[config.mk]
export PLATFORM = sky130hd
export DESIGN_NAME = hdlc_tx_framer_core_flat
export DESIGN_NICKNAME = d
export VERILOG_FILES = /design/src/rtl/htf_pkg.sv /design/src/rtl/htf_if.sv /design/src/rtl/htf_crc.sv /design/src/rtl/htf_ser.sv /design/src/rtl/hdlc_tx_framer_core.sv /design/src/flat_wrapper.sv
export SDC_FILE = /design/constraint.sdc
export NUM_CORES = 1
export LEC_CHECK = 0
export ABC_AREA = 1
export BUFFER_PORTS_ARGS = -buffer_cell sky130_fd_sc_hd__buf_2
export CAP_MARGIN = 15
export CORE_MARGIN = 2
export CORE_UTILIZATION = 25
export CTS_BUF_LIST = sky130_fd_sc_hd__clkbuf_4
export DETAILED_ROUTE_END_ITERATION = 8
export GPL_ROUTABILITY_DRIVEN = 0
export GPL_TIMING_DRIVEN = 0
export HOLD_SLACK_MARGIN = 0.03
export PLACE_DENSITY = 0.45
export SYNTH_ARGS = -nofsm -noshare
export SYNTH_HDL_FRONTEND = slang
export SYNTH_SLANG_ARGS = --single-unit
[constraint.sdc]
create_clock -name clk -period 1.65 [get_ports clk]
set_input_delay 0.33 -clock clk [delete_from_list [all_inputs] [get_ports clk]]
set_output_delay 0.33 -clock clk [all_outputs]
set_load 0.02 [all_outputs]
[src/rtl/htf_pkg.sv]
// ----------------------------------------------------------------------------
// htf_pkg
// Shared types, constants and the CRC-16 bit step of the HDLC transmit framer.
// ----------------------------------------------------------------------------
package htf_pkg;

  localparam logic [7:0]  HDLC_FLAG      = 8'h7E;
  localparam logic [15:0] CRC_POLY       = 16'h1021;
  localparam logic [2:0]  RUN_LIMIT      = 3'd5;
  localparam logic [15:0] CRC_INIT_RST   = 16'hFFFF;
  localparam logic [15:0] CRC_XOROUT_RST = 16'h0000;

  // configuration register indexes
  localparam logic CFG_CRC_INIT   = 1'b0;
  localparam logic CFG_CRC_XOROUT = 1'b1;

  // request from the sequencer to the CRC unit
  typedef struct packed {
    logic       load;   // new byte accepted
    logic       start;  // byte opens a frame: seed from crc_init
    logic [7:0] data;
  } crc_req_t;

  // one MSB-first step of the CRC-16 shift register
  function automatic logic [15:0] crc_step(input logic [15:0] c, input logic b);
    logic fb;
    fb = c[15] ^ b;
    crc_step = {c[14:0], 1'b0} ^ (fb ? CRC_POLY : 16'h0000);
  endfunction

endpackage

[src/rtl/htf_if.sv]
// ----------------------------------------------------------------------------
// htf_in_if / htf_out_if
// Valid/ready channels for payload bytes and for serial line bits.
// ----------------------------------------------------------------------------
interface htf_in_if;
  logic       valid;
  logic       ready;
  logic [7:0] data_byte;
  logic       last_byte;

  modport source (output valid, output data_byte, output last_byte, input ready);
  modport sink   (input valid, input data_byte, input last_byte, output ready);
endinterface

interface htf_out_if;
  logic valid;
  logic ready;
  logic line_bit;
  logic stuffed_zero;
  logic frame_done;
  logic item_last;

  modport source (output valid, output line_bit, output stuffed_zero,
                  output frame_done, output item_last, input ready);
  modport sink   (input valid, input line_bit, input stuffed_zero,
                  input frame_done, input item_last, output ready);
endinterface

[src/rtl/htf_crc.sv]
// ----------------------------------------------------------------------------
// htf_crc
// Bit-serial CRC-16 (poly 0x1021, MSB first). One byte folds in bit by bit,
// the first bit on the load edge itself.
// ----------------------------------------------------------------------------
module htf_crc
  import htf_pkg::*;
(
  input  logic        clk,
  input  logic        rst_n,
  input  crc_req_t    req,
  input  logic [15:0] crc_init,
  output logic [15:0] crc
);

  logic [15:0] crc_r, crc_nxt;
  logic [6:0]  sh_r, sh_nxt;
  logic [2:0]  cnt_r, cnt_nxt;
  logic [15:0] base;

  assign base = req.start ? crc_init : crc_r;
  assign crc  = crc_r;

  always_comb begin
    crc_nxt = crc_r;
    sh_nxt  = sh_r;
    cnt_nxt = cnt_r;
    if (req.load) begin
      crc_nxt = crc_step(base, req.data[7]);
      sh_nxt  = req.data[6:0];
      cnt_nxt = 3'd7;
    end else if (cnt_r != 3'd0) begin
      crc_nxt = crc_step(crc_r, sh_r[6]);
      sh_nxt  = {sh_r[5:0], 1'b0};
      cnt_nxt = cnt_r - 3'd1;
    end
  end

  always_ff @(posedge clk) begin
    if (!rst_n) begin
      cnt_r <= 3'd0;
      crc_r <= CRC_INIT_RST;
    end else begin
      cnt_r <= cnt_nxt;
      crc_r <= crc_nxt;
    end
    sh_r <= sh_nxt;
  end

endmodule

[src/rtl/htf_ser.sv]
// ----------------------------------------------------------------------------
// htf_ser
// Frame sequencer and bit stuffer: shifts flags, data and FCS into the output
// register one bit per unstalled cycle, inserting a zero after five ones.
// ----------------------------------------------------------------------------
module htf_ser
  import htf_pkg::*;
(
  input  logic        clk,
  input  logic        rst_n,
  htf_in_if.sink      in_ch,
  htf_out_if.source   out_ch,
  input  logic [15:0] crc,
  input  logic [15:0] crc_xorout,
  output crc_req_t    crc_req
);

  localparam logic [2:0] ST_IDLE   = 3'd0;
  localparam logic [2:0] ST_FLAG_O = 3'd1;
  localparam logic [2:0] ST_DATA   = 3'd2;
  localparam logic [2:0] ST_FCS    = 3'd3;
  localparam logic [2:0] ST_FLAG_C = 3'd4;

  logic [2:0]  st_r, st_nxt;
  logic [3:0]  idx_r, idx_nxt;
  logic [15:0] shift_r, shift_nxt;
  logic [2:0]  ones_r, ones_nxt;
  logic        pend_r, pend_nxt;
  logic        last_r, last_nxt;
  logic        in_frame_r, in_frame_nxt;

  logic        ov_r, ov_nxt;
  logic        obit_r, obit_nxt;
  logic        ostuff_r, ostuff_nxt;
  logic        odone_r, odone_nxt;
  logic        olast_r, olast_nxt;

  logic adv, gen, accept, stuffable, bit_val, new_pend, phase_end;

  assign in_ch.ready = (st_r == ST_IDLE) && !pend_r;
  assign accept      = in_ch.valid && in_ch.ready;
  assign adv         = !ov_r || out_ch.ready;
  assign gen         = adv && (pend_r || (st_r != ST_IDLE));
  assign stuffable   = (st_r == ST_DATA) || (st_r == ST_FCS);

  assign crc_req.load  = accept;
  assign crc_req.start = !in_frame_r;
  assign crc_req.data  = in_ch.data_byte;

  always_comb begin
    case (st_r)
      ST_DATA: bit_val = shift_r[0];
      ST_FCS:  bit_val = shift_r[15];
      default: bit_val = HDLC_FLAG[idx_r[2:0]];
    endcase
    phase_end = (st_r == ST_FCS) ? (idx_r == 4'd15) : (idx_r == 4'd7);
    new_pend  = stuffable && bit_val && (ones_r == RUN_LIMIT - 3'd1);
  end

  always_comb begin
    st_nxt       = st_r;
    idx_nxt      = idx_r;
    shift_nxt    = shift_r;
    ones_nxt     = ones_r;
    pend_nxt     = pend_r;
    last_nxt     = last_r;
    in_frame_nxt = in_frame_r;
    ov_nxt       = ov_r && !out_ch.ready;
    obit_nxt     = obit_r;
    ostuff_nxt   = ostuff_r;
    odone_nxt    = odone_r;
    olast_nxt    = olast_r;

    if (accept) begin
      shift_nxt    = {8'h00, in_ch.data_byte};
      last_nxt     = in_ch.last_byte;
      idx_nxt      = 4'd0;
      in_frame_nxt = 1'b1;
      if (!in_frame_r) begin
        st_nxt   = ST_FLAG_O;
        ones_nxt = 3'd0;
      end else begin
        st_nxt = ST_DATA;
      end
    end

    if (gen) begin
      ov_nxt = 1'b1;
      if (pend_r) begin
        // inserted zero; state already moved past the bit that caused it
        obit_nxt   = 1'b0;
        ostuff_nxt = 1'b1;
        odone_nxt  = 1'b0;
        olast_nxt  = (st_r == ST_IDLE);
        pend_nxt   = 1'b0;
      end else begin
        obit_nxt   = bit_val;
        ostuff_nxt = 1'b0;
        odone_nxt  = 1'b0;
        olast_nxt  = 1'b0;
        idx_nxt    = idx_r + 4'd1;
        if (stuffable) begin
          pend_nxt = new_pend;
          if (!bit_val || new_pend) begin
            ones_nxt = 3'd0;
          end else begin
            ones_nxt = ones_r + 3'd1;
          end
        end
        case (st_r)
          ST_FLAG_O: begin
            if (phase_end) begin
              st_nxt  = ST_DATA;
              idx_nxt = 4'd0;
            end
          end
          ST_DATA: begin
            shift_nxt = {1'b0, shift_r[15:1]};
            if (phase_end) begin
              idx_nxt = 4'd0;
              if (last_r) begin
                st_nxt    = ST_FCS;
                shift_nxt = crc ^ crc_xorout;
              end else begin
                st_nxt    = ST_IDLE;
                olast_nxt = !new_pend;
              end
            end
          end
          ST_FCS: begin
            shift_nxt = {shift_r[14:0], 1'b0};
            if (phase_end) begin
              st_nxt  = ST_FLAG_C;
              idx_nxt = 4'd0;
            end
          end
          ST_FLAG_C: begin
            if (phase_end) begin
              st_nxt       = ST_IDLE;
              idx_nxt      = 4'd0;
              in_frame_nxt = 1'b0;
              ones_nxt     = 3'd0;
              odone_nxt    = 1'b1;
              olast_nxt    = 1'b1;
            end
          end
          default: st_nxt = ST_IDLE;
        endcase
      end
    end
  end

  always_ff @(posedge clk) begin
    if (!rst_n) begin
      st_r       <= ST_IDLE;
      idx_r      <= 4'd0;
      ones_r     <= 3'd0;
      pend_r     <= 1'b0;
      in_frame_r <= 1'b0;
      ov_r       <= 1'b0;
    end else begin
      st_r       <= st_nxt;
      idx_r      <= idx_nxt;
      ones_r     <= ones_nxt;
      pend_r     <= pend_nxt;
      in_frame_r <= in_frame_nxt;
      ov_r       <= ov_nxt;
    end
    shift_r  <= shift_nxt;
    last_r   <= last_nxt;
    obit_r   <= obit_nxt;
    ostuff_r <= ostuff_nxt;
    odone_r  <= odone_nxt;
    olast_r  <= olast_nxt;
  end

  assign out_ch.valid        = ov_r;
  assign out_ch.line_bit     = obit_r;
  assign out_ch.stuffed_zero = ostuff_r;
  assign out_ch.frame_done   = odone_r;
  assign out_ch.item_last    = olast_r;

endmodule

[src/rtl/hdlc_tx_framer_core.sv]
// ----------------------------------------------------------------------------
// hdlc_tx_framer_core
// HDLC transmit framer: flags, bit stuffing and CRC-16 FCS, one line bit per
// output request.
// ----------------------------------------------------------------------------
// Bytes come in LSB first order on in_ch with last_byte marking the end of a
// packet; out_ch delivers one line bit per request. The output register emits
// at most one bit per cycle, so a byte costs its 8 data bits plus one per
// stuffed zero, plus the byte handshake itself (the next byte is taken
// only after every bit of the current one has left the sequencer). A byte
// that opens a frame adds the 8-bit opening flag; a last byte adds 16 FCS
// bits (plus stuffing) and the 8-bit closing flag. The CRC folds each byte
// in bit-serially alongside the data bits. crc_init is sampled at frame
// start; crc_xorout when the FCS is loaded.
module hdlc_tx_framer_core
  import htf_pkg::*;
(
  input  logic        clk,
  input  logic        rst_n,
  htf_in_if.sink      in_ch,
  htf_out_if.source   out_ch,
  input  logic        cfg_we,
  input  logic        cfg_index,
  input  logic [15:0] cfg_data
);

  logic [15:0] crc_init_r;
  logic [15:0] crc_xorout_r;
  logic [15:0] crc;
  crc_req_t    crc_req;

  always_ff @(posedge clk) begin
    if (!rst_n) begin
      crc_init_r   <= CRC_INIT_RST;
      crc_xorout_r <= CRC_XOROUT_RST;
    end else if (cfg_we) begin
      case (cfg_index)
        CFG_CRC_INIT:   crc_init_r   <= cfg_data;
        CFG_CRC_XOROUT: crc_xorout_r <= cfg_data;
        default: ;
      endcase
    end
  end

  htf_crc u_crc (
    .clk      (clk),
    .rst_n    (rst_n),
    .req      (crc_req),
    .crc_init (crc_init_r),
    .crc      (crc)
  );

  htf_ser u_ser (
    .clk        (clk),
    .rst_n      (rst_n),
    .in_ch      (in_ch),
    .out_ch     (out_ch),
    .crc        (crc),
    .crc_xorout (crc_xorout_r),
    .crc_req    (crc_req)
  );

endmodule

[src/flat_wrapper.sv]
// flat-port wrapper written by rule: the top's interface ports become plain ports
module hdlc_tx_framer_core_flat import htf_pkg::*;
  (clk, rst_n, cfg_we, cfg_index, cfg_data, in_ch_valid, in_ch_data_byte, in_ch_last_byte, in_ch_ready, out_ch_valid, out_ch_line_bit, out_ch_stuffed_zero, out_ch_frame_done, out_ch_item_last, out_ch_ready);
  htf_in_if in_ch_i ();
  htf_out_if out_ch_i ();
  input  logic clk;
  input  logic rst_n;
  input  logic cfg_we;
  input  logic cfg_index;
  input  logic [15:0] cfg_data;
  input wire logic [$bits(in_ch_i.valid)-1:0] in_ch_valid;
  input wire logic [$bits(in_ch_i.data_byte)-1:0] in_ch_data_byte;
  input wire logic [$bits(in_ch_i.last_byte)-1:0] in_ch_last_byte;
  output wire logic [$bits(in_ch_i.ready)-1:0] in_ch_ready;
  output wire logic [$bits(out_ch_i.valid)-1:0] out_ch_valid;
  output wire logic [$bits(out_ch_i.line_bit)-1:0] out_ch_line_bit;
  output wire logic [$bits(out_ch_i.stuffed_zero)-1:0] out_ch_stuffed_zero;
  output wire logic [$bits(out_ch_i.frame_done)-1:0] out_ch_frame_done;
  output wire logic [$bits(out_ch_i.item_last)-1:0] out_ch_item_last;
  input wire logic [$bits(out_ch_i.ready)-1:0] out_ch_ready;
  assign in_ch_i.valid = in_ch_valid;
  assign in_ch_i.data_byte = in_ch_data_byte;
  assign in_ch_i.last_byte = in_ch_last_byte;
  assign in_ch_ready = in_ch_i.ready;
  assign out_ch_valid = out_ch_i.valid;
  assign out_ch_line_bit = out_ch_i.line_bit;
  assign out_ch_stuffed_zero = out_ch_i.stuffed_zero;
  assign out_ch_frame_done = out_ch_i.frame_done;
  assign out_ch_item_last = out_ch_i.item_last;
  assign out_ch_i.ready = out_ch_ready;
  hdlc_tx_framer_core u_core (.clk(clk), .rst_n(rst_n), .in_ch(in_ch_i), .out_ch(out_ch_i), .cfg_we(cfg_we), .cfg_index(cfg_index), .cfg_data(cfg_data));
endmodule
Word-level counts from Yosys, hierarchy flattened. Memory sizes are Yosys's and may differ from the RTL's. A register that Yosys moved wholly into a read port is not among the register bits. Cells that the tools add are included.

Memory bits (read-only): 8. Register bits after elaboration: 92. Memories kept: 1. Output and inout bits: 6.

Equal/unequal tests: 7. Reductions and logical operators: 23. Magnitude comparators: 1. Multiplexer cells: 56. Bitwise operators: 7. $add $sub $neg: 3.

Memory list: (name not given) (depth 8, width 1, rd ports 1, clocked after Yosys merged registers in 1, write ports 0, line htf_ser.sv:54) `default: bit_val = HDLC_FLAG[idx_r[2:0]];`.

Operators with widths (count): 2-to-1 mux 16 bit (8); 2-to-1 mux 3 bit (18); case mux 16 bit (2 select lines) (1); XOR 16 x 13 -> 16 bit (2); 2-to-1 mux 13 bit (2); 2-to-1 mux 4 bit (5); XOR 16 bit (1); 2-to-1 mux 1 bit (15); 2-to-1 mux 7 bit (2); case mux 3 bit (4 select lines) (1); equality test 3 x 2 -> 1 bit (second input constant) (2); equality test 3 bit (second input constant) (2); logical AND 1 bit (6); nonzero test 3 bit (2); zero test 1 bit (5); adder 4 x 1 -> 4 bit (second input constant) (1); equality test 4 x 3 -> 1 bit (second input constant) (1); equality test 4 bit (second input constant) (1); logical OR 1 bit (4); less-than comparator 3 x 4 -> 1 bit (second input constant) (1); 2-to-1 mux 2 bit (2); case mux 1 bit (2 select lines) (2); AND reduction 2 bit (2); OR reduction 4 bit (1); other kinds (8) (10).

Longest topological paths before layout. Gate-level depths: netlist (run 1).

Depth in word-level cells: 12. Mapped depth: 12.

Modules after synthesis. From an unflattened synthesis (run 1), not the netlist that was laid out.

Cells, all modules: 721. Area total of the unflattened synthesis: 5136.2 sq um.

By module, submodules not included: htf_ser (area each 2431.1 sq um, sequential area each 750.7 sq um, instances 1, cells each 367); htf_crc (area each 1448.9 sq um, sequential area each 590.6 sq um, instances 1, cells each 181); hdlc_tx_framer_core (area each 1256.2 sq um, sequential area each 640.6 sq um, instances 1, cells each 173).

Worst setup path before layout (run 1). OpenSTA, ideal clock, no wires.

Kind: register to register. Start point: reg u_core.u_ser.st_r[0]. End point: reg u_core.u_crc.sh_r[1], data pin. Setup time: 0.260 ns. Slack: 0.138 ns. Arrival: 1.251 ns. Cell stages (with the launch flop): 7. Period minus slack after synthesis: 1.512 ns. Cells stage by stage: dfxtp_1 > nor2_4 > nand4_4 > buf_2 > buf_2 > nand2_1 > o21ai_0.

Word-level cells in the longest chain between the ends: 4.

RTL lines: start, declared (line htf_ser.sv:24) `logic [2:0] st_r, st_nxt;`; start signal, assigned (line htf_ser.sv:162) `st_r <= st_nxt;`; zero test 3 bit (line htf_ser.sv:40) `assign in_ch.ready = (st_r == ST_IDLE) && !pend_r;`; logical AND 1 bit (line htf_ser.sv:40); logical AND 1 bit (line htf_ser.sv:41) `assign accept = in_ch.valid && in_ch.ready;`; 2-to-1 mux 7 bit (line htf_crc.sv:28) `if (req.load) begin`; via u_core.u_crc.sh_nxt[1] (line htf_crc.sv:17) `logic [6:0] sh_r, sh_nxt;`; end signal, assigned (line htf_crc.sv:47) `sh_r <= sh_nxt;`; end, declared (line htf_crc.sv:17).

The timed path passes the listed nets, and every way through them passes these cells. A chain may end at the register's enable or synchronous reset.

Worst setup path after layout (run 1).
Start point: reg u_core.u_ser.st_r[0]. End point: reg u_core.u_crc.crc_r[13], in the netlist u_core.u_crc.crc[13].

Word-level cells in the longest chain between the ends: 4.

RTL lines: zero test 3 bit (*) (line htf_ser.sv:40); logical AND 1 bit (*) (line htf_ser.sv:40); logical AND 1 bit (*) (line htf_ser.sv:41); 2-to-1 mux 16 bit / nonzero test 2 bit (equally long branches); end signal, assigned (line htf_crc.sv:45) `crc_r <= crc_nxt;`; end, declared (line htf_crc.sv:16) `logic [15:0] crc_r, crc_nxt;`.

Every way passes the cells marked *; elsewhere a longest branch is shown, timed or not.

==> results of run 1 <==
-- synthesized netlist by cell type, drive strengths merged (2+ instances only) --
library cell  instances
nand2               150
nor2                 83
dfxtp                81
inv                  74
o21ai                50
nand3                41
a21oi                24
o211ai               18
edfxtp               12
xnor2                12
xor2                 11
buf                  10
clkbuf               10
nand4                 8
a31oi                 5
ha                    5
nor3                  5
clkinv                3
or2                   3
o221ai                2
o22ai                 2
-- per-layer routing --
layer	vias up	GRT usage [%]	routed length [um]
met2	81	22.2	5930
met4	0	4.73	183
met1	1908	17.5	6300
li1	2138	-	-
met5	-	0	0
met3	11	2.56	558
-- cell type report --
| cell class | count | area [um2] | area share, % |
|---|---|---|---|
| clock buffers | 9 | 67.6 | 1.20 |
| multi-input cells | 420 | 2260 | 40.1 |
| diodes | 1 | 2.50 | 0.0443 |
| flip-flops and latches | 93 | 1990 | 35.3 |
| well taps | 229 | 287 | 5.07 |
| repair buffers | 71 | 499 | 8.84 |
| inverters | 77 | 320 | 5.67 |
| clock inverters | 7 | 80.1 | 1.42 |
| plain buffers | 19 | 135 | 2.39 |
-- where the power goes --
group | switching, mW | leakage (nW) | total, mW | internal (mW)
combinational | 1.69 | 1.67 | 2.81 | 1.13
clock | 0.888 | 0.0809 | 1.37 | 0.487
sequential | 0.349 | 0.794 | 3.18 | 2.83
-- repair_timing --
item,in CTS,in global routing
gates resized for setup,19,24
pin swaps,6,9
endpoints found under the setup margin,45,40
setup buffers,15,14
hold buffers,6,0
hold endpoints to repair,6,0
gates cloned,1,0
-- worst reg2reg max path: stages, from the launching register on --
cell and delay (ns):
dfxtp_4 0.39, nor2_4 0.12, buf_6 0.12, nand4_4 0.12
buf_12 0.17, nor2_4 0.13, inv_2 0.06, buf_8 0.14
o211ai_1 0.19, nand3_1 0.11
-- cells by family after synthesis --
logic type / synth area share [%]
and+or+nand+nor: 29.6
AOI/OAI and AO/OA: 12.9
buffers and inverters: 9.09
DFF: 42.7
xor gates and xnor gates: 4.34
adders and majority gates: 1.35
-- flip-flops by register name, summed over array words and instances (netlist names), 3 cells and up, named ones only --
signal,cells
u_core.crc_xorout_r,16
u_core.u_ser.shift_r,16
u_core.crc_init_r,16
u_core.u_ser.ones_r,3
u_core.u_crc.cnt_r,3
u_core.u_ser.idx_r,4
u_core.u_crc.crc,16
u_core.u_crc.sh_r,7
u_core.u_ser.st_r,3
-- per-stage QoR --
| stage | cells | total power [mW] | instance area (um2) |
|---|---|---|---|
| 2_1_floorplan | 610 | 4.90 | 4640 |
| 6_report | 926 | 7.37 | 5650 |
| 3_3_place_gp | 874 | 5.57 | 5100 |
| 3_5_place_dp | 874 | 5.61 | 5100 |
| 4_1_cts | 912 | 7.27 | 5500 |
| 5_1_grt | 926 | 7.86 | 5650 |
-- how the worst max path moves through the flow --
stage / from / end / slack (ns)
after floorplan: u_core.u_ser.st_r[0] / u_core.u_crc.sh_r[1] / 0.14
after global placement: rst_n / u_core.u_crc.crc[8] / -0.43
after detailed placement: rst_n / u_core.u_crc.crc[3] / -0.43
after CTS: u_core.u_ser.st_r[0] / in_ch_ready / -0.07
after global routing: u_core.u_ser.st_r[0] / u_core.u_crc.crc[13] / -0.09
final: u_core.u_ser.st_r[0] / u_core.u_crc.crc[13] / -0.008
==> key figures, run 1 <==
Setup path
  • Critical path startpoint category: flop
  • Worst setup EP type: flop
  • Crit path depth: 9
  • Most frequent CP cell: nor2_4
  • Reg-to-Reg End: u_core.u_crc.crc[13]
  • Crit path largest cell delay: 0.39 ns
  • Critical-path top delay cell: dfxtp_4
  • Buf/Inv on CP: 4
  • Crit path cell chain: nor2_4 > buf_6 > nand4_4 > buf_12 > nor2_4 > inv_2 > buf_8 > o211ai_1 > nand3_1
  • Worst r2r src: u_core.u_ser.st_r[0]
  • Worst R2R Path Depth: 9
  • Delay-heaviest family, CP: buffers and inverters
  • CP required: 2.01 ns
  • Kind of critical path: flop to flop
  • Max FO, Critical Path: 8
  • Reg2Reg Setup Slack: -0.008 ns
  • Critical path arrival: 2.02 ns

Layout
  • Synth-to-Final Area Change: 21.7%
  • Final nets: 727
  • Share of cells above drive strength 1: 21.3%
  • Commonest non-fill, non-tap cell in the layout: nand2_1
  • Final Core Density: 31.2%
  • Most frequent cells in the layout: nand2_1 (135), dfxtp_1 (76), nor2_1 (72)
  • Fillers: 1947

GRT
  • GRT overflow: 0
  • Vias in the first global route: 3991
  • Total Routing Usage GR: 13.4%
  • Initial antenna violation count: 1
  • First-pass GRT wire length: 20500 um
  • Largest net degree at the start of global routing: 18

STA
  • Min Hold Slack: 0.0655 ns
  • Final Hold Viols: 0
  • Layout Skew: 0.0287 ns
  • Period minus WS final: 1.66 ns
  • Post-route setup slack: -0.00823 ns
  • Slew margin rel.: 60.0%
  • Max-slew violation count: 0
  • Setup_tns: -0.0132 ns
  • Period utilization: 100%
  • Endpoints failing setup: 3
  • Unrepaired setup endpoints after global routing: true
  • Worst-margin pin slew: 0.600 ns
  • FMAX: 603 MHz

Drt
  • WL/cell: 14.0 um
  • Drt initial violations: 232
  • Vias after detailed routing: 4138
  • First-pass DRT Iterations: 7
  • DRC viols: 0
  • Via/cell ratio: 4.47
  • Final ANT Viol Nets: 0
  • Final Routed Wirelength: 13000 um

Place
  • Buffers on Ports: 35
  • DP Worst Slack: -0.425 ns
  • Dpl hpwl: 9450 um

Clock network
  • Clk sinks: 93
  • Clock slew at reported path FFs: 0.16 ns
  • Number of CTS-inserted buffers: 9
  • Longest Clk Path Bufs: 2
  • Root Buffer: clkbuf_4
  • H-tree depth: 3
  • CTS tree: built
  • Worst-Skew Late Latency: 0.48 ns

Synthesis
  • EDFF count, synth: 12
  • Avg Cell Area, Syn: 7.61 um2
  • Ys Warns: 0
  • Mapped Cells: 610
  • Seq/Total Area, Yosys: 42.7%
  • Synth Flop Type: dfxtp_1
  • Yosys reg bits: 93
  • Leading area contributor after synthesis: dfxtp_1
  • Area contributors post-synth: dfxtp_1 (35%), nand2_1 (11%), edfxtp_1 (7.8%)
  • Yosys top cell area share: 34.9%
  • Synth async-reset ratio: 0%
  • Cell Area, Synth: 4640 um2
  • Unique cell type count in the Yosys netlist: 40
  • Syn nets: 646

Floorplanning
  • Initial core utilization: 25.7%
  • Die span in x: 140 um
  • I/O pins: 37
  • CORE AREA: 18100 um2
  • Site row count: 49
  • DIE HEIGHT: 140 um
  • Die area: 19700 um2

Worst hold path
  • Hold Path Depth: 3
  • Hold Path Sink: u_core.crc_init_r[7]
  • Worst Min Path Start: cfg_data[7]
  • Min-Delay Path Class: input pin to flop

Pwr
  • Lkg Pwr: 2.54 nW
  • Max IR drop VDD: 343 uV
  • PD cells: 1300 nW/um2

Run status
  • Violations in the final reports: setup timing
  • Outcome: finished with violations

Job
  • Max cap viols: 0
Note: power is estimated with default switching activity, not from simulation.
==> run 2, diff against run 1 <==
- ABC_CLOCK_PERIOD_IN_PS: not set -> 1650
- SYNTH_HIERARCHICAL: not set -> 1
==> key figures, run 2 <==
Drt
  • Final ANT Viol Nets: 0 (unchanged)
  • DRC viols: 0 (unchanged)
  • Drt initial violations: 289 (+25%)
  • WL/cell: 13.9 um (-1.1%)
  • Via/cell ratio: 4.34 (-2.9%)
  • First-pass DRT Iterations: 5 (-2)
  • Final Routed Wirelength: 14600 um (+13%)
  • Vias after detailed routing: 4586 (+11%)

Clock network
  • Number of CTS-inserted buffers: 9 (unchanged)
  • Worst-Skew Late Latency: 0.48 ns (about the same)
  • H-tree depth: 3 (unchanged)
  • CTS tree: built
  • Longest Clk Path Bufs: 2 (unchanged)
  • Clock slew at reported path FFs: 0.16 ns (about the same)
  • Clk sinks: 93 (unchanged)
  • Root Buffer: clkbuf_4

Pwr
  • Lkg Pwr: 2.88 nW (+13%)
  • Max IR drop VDD: 513 uV (+50%)
  • PD cells: 1090 nW/um2 (-16%)

Job
  • Max cap viols: 0 (unchanged)

Synthesis
  • Seq/Total Area, Yosys: 38.6% (-4.1 points)
  • Synth Flop Type: dfxtp_1
  • Ys Warns: 6 (+6)
  • Yosys reg bits: 93 (unchanged)
  • Leading area contributor after synthesis: dfxtp_1
  • Unique cell type count in the Yosys netlist: 40 (unchanged)
  • Avg Cell Area, Syn: 7.12 um2 (-6.4%)
  • Post-synthesis mux area share: 0% (unchanged)
  • Syn nets: 757 (+17%)
  • Largest family of logic cells by synthesized area: simple AND/OR/NAND/NOR gates
  • Post-Synth XOR/XNOR Area: 2.90% (-1.4 points)
  • EDFF count, synth: 12 (unchanged)
  • Compound-gate portion of the synthesized area: 14.6% (+1.7 points)
  • Yosys top cell area share: 31.6% (-3.4 points)
  • Synth Area in Adders: 1.22% (-0.13 points)
  • Post-Synth Simple-Gate Area: 30.2% (+0.65 points)
  • Area contributors post-synth: dfxtp_1 (32%), nand2_1 (14%), nand3_1 (7.8%)
  • Synth top cells by count: nand2_1 (196), dfxtp_1 (81), nand3_1 (80)
  • Cell Area, Synth: 5140 um2 (+11%)
  • Mapped Cells: 721 (+18%)
  • Synth async-reset ratio: 0% (unchanged)
  • Count leader, synth: nand2_1

Place
  • Dpl cells: 1026 (+17%)
  • Buffers on Ports: 35 (unchanged)
  • Dpl hpwl: 10400 um (+9.9%)

Setup path
  • Critical-path top delay cell: dfxtp_4
  • CP required: 1.86 ns (-0.15 ns)
  • Crit path cell chain: nor2_4 > buf_6 > nand4_4 > clkinv_4 > buf_8 > inv_8 > nand3_4 > buf_12
  • Reg-to-Reg End: u_core/u_crc/sh_r[5]
  • Worst setup EP type: flop
  • Critical path arrival: 1.79 ns (-0.23 ns)
  • Kind of critical path: flop to flop
  • Reg2Reg Setup Slack: 0.06 ns (+0.07 ns)
  • Worst R2R Path Depth: 8 (-1)
  • Critical path startpoint category: flop
  • Max FO, Critical Path: 16 (+8)
  • Worst r2r src: u_core/u_ser/st_r[1]
  • Crit path largest cell delay: 0.39 ns (about the same)

STA
  • Final Hold Viols: 0 (unchanged)
  • Endpoints failing setup: 0 (-3)
  • Period minus WS final: 1.59 ns (-0.0715 ns)
  • Period utilization: 96.2% (-4.3 points)
  • Min Hold Slack: 0.0832 ns (+0.0177 ns)
  • Max-slew violation count: 0 (unchanged)
  • Slew margin rel.: 66.1% (+6.0 points)
  • FMAX: 630 MHz (+4.5%)
  • Layout Skew: 0.0145 ns (-0.0142 ns)
  • Setup_tns: 0 ns (+0.0132 ns)
  • Unrepaired setup endpoints after global routing: true
  • Worst-margin pin slew: 0.509 ns (-0.0907 ns)

GRT
  • Largest net degree at the start of global routing: 17 (-1)
  • Initial antenna violation count: 0 (-1)
  • First-pass GRT wire length: 23300 um (+13%)
  • Vias in the first global route: 4317 (+8.2%)
  • GRT overflow: 0 (unchanged)
  • Total Routing Usage GR: 13.7% (+0.26 points)

Layout
  • Ant diodes: 0 (-1)
  • Final Core Density: 30.4% (-0.87 points)
  • Synth-to-Final Area Change: 19.2%
  • Finished Layout Cells: 1057 (+14%)
  • Commonest non-fill, non-tap cell in the layout: nand2_1
  • Most frequent cells in the layout: nand2_1 (187), nand3_1 (78), dfxtp_1 (76)
  • Final nets: 818 (+13%)
  • Share of cells above drive strength 1: 22.1% (+0.84 points)

Floorplanning
  • Initial core utilization: 25.5% (-0.19 points)
  • Site row count: 52 (+6.1%)
  • Die span in x: 147 um (+5.1%)
  • DIE HEIGHT: 147 um (+5.1%)
  • I/O pins: 37 (unchanged)
  • CORE AREA: 20200 um2 (+12%)
  • Die area: 21700 um2 (+10%)

Worst hold path
  • Hold Path Sink: u_core/crc_xorout_r[0]
  • Hold Path Depth: 3 (unchanged)
  • Min-Delay Path Class: input pin to flop
  • Worst Min Path Start: cfg_data[0]

Run status
  • Outcome: completed
## run 2: area by class of cell
cell class / instances / area [um2]
plain buffers: 44 / 372
well taps: 270 / 338
inverters: 84 / 334
flip-flops and latches: 93 / 2000
repair buffers: 50 / 339
clock inverters: 7 / 88.8
fillers: 2250 / 14000
multi-input cells: 500 / 2590
clock buffers: 9 / 67.6
## run 2: cell families (layout without fill, tap and decap cells)
kind of cell / after synthesis / in the layout
compound gates: 119 / 119
simple gates: 358 / 359
flops: 93 / 93
buf+inv: 129 / 194
xor+xnor: 17 / 17
fa+ha+maj: 5 / 5
## run 2: stage by stage
stage,worst slack [ns],power [mW],area (um2)
2_1_floorplan,0.0151,4.43,5160
3_3_place_gp,-0.439,5.00,5670
3_5_place_dp,-0.425,4.99,5670
6_report,0.0632,6.68,6120
4_1_cts,-0.00908,6.57,5960
5_1_grt,-0.0413,7.16,6120
## run 2: worst max-delay path, delay by kind of cell (launching register included)
family / cells / cell delay, ns
DFF: 1 / 0.39
and+or+nand+nor: 3 / 0.36
buffers and inverters: 5 / 0.57
## run 2: routing by layer
metal	wire length, um	global-route usage (%)	up-vias
met5	0	0	-
met4	127	3.08	0
met3	494	3.48	6
met2	6870	22.0	68
met1	7160	18.5	2070
li1	-	-	2442
## run 2: how the worst max path moves through the flow
stage	from	end	depth (start not counted)
finish	u_core/u_ser/st_r[1]	u_core/u_crc/sh_r[5]	8
CTS	u_core/u_ser/st_r[1]	in_ch_ready	4
floorplan	u_core/u_ser/st_r[0]	u_core/u_crc/sh_r[0]	8
detailed placement	u_core/u_ser/st_r[1]	u_core/u_crc/crc[5]	9
global placement	u_core/u_ser/st_r[1]	u_core/u_crc/crc[5]	9
global route	u_core/u_ser/st_r[0]	in_ch_ready	4
## run 2: where the power goes
part	leakage [nW]	switching, mW	internal, mW
clock	0.0876	0.841	0.609
sequential	0.795	0.260	2.70
combinational	2.00	1.36	0.912
total	2.88	2.46	4.22
## run 2: repair_timing
| item | CTS | global route |
|---|---|---|
| setup endpoints to repair | 46 | 47 |
| hold endpoints to repair | 1 | 0 |
| pin swaps | 4 | 2 |
| setup buffers | 11 | 1 |
| gates resized for setup | 17 | 34 |
| hold buffers | 1 | 0 |
| gates cloned | 0 | 3 |
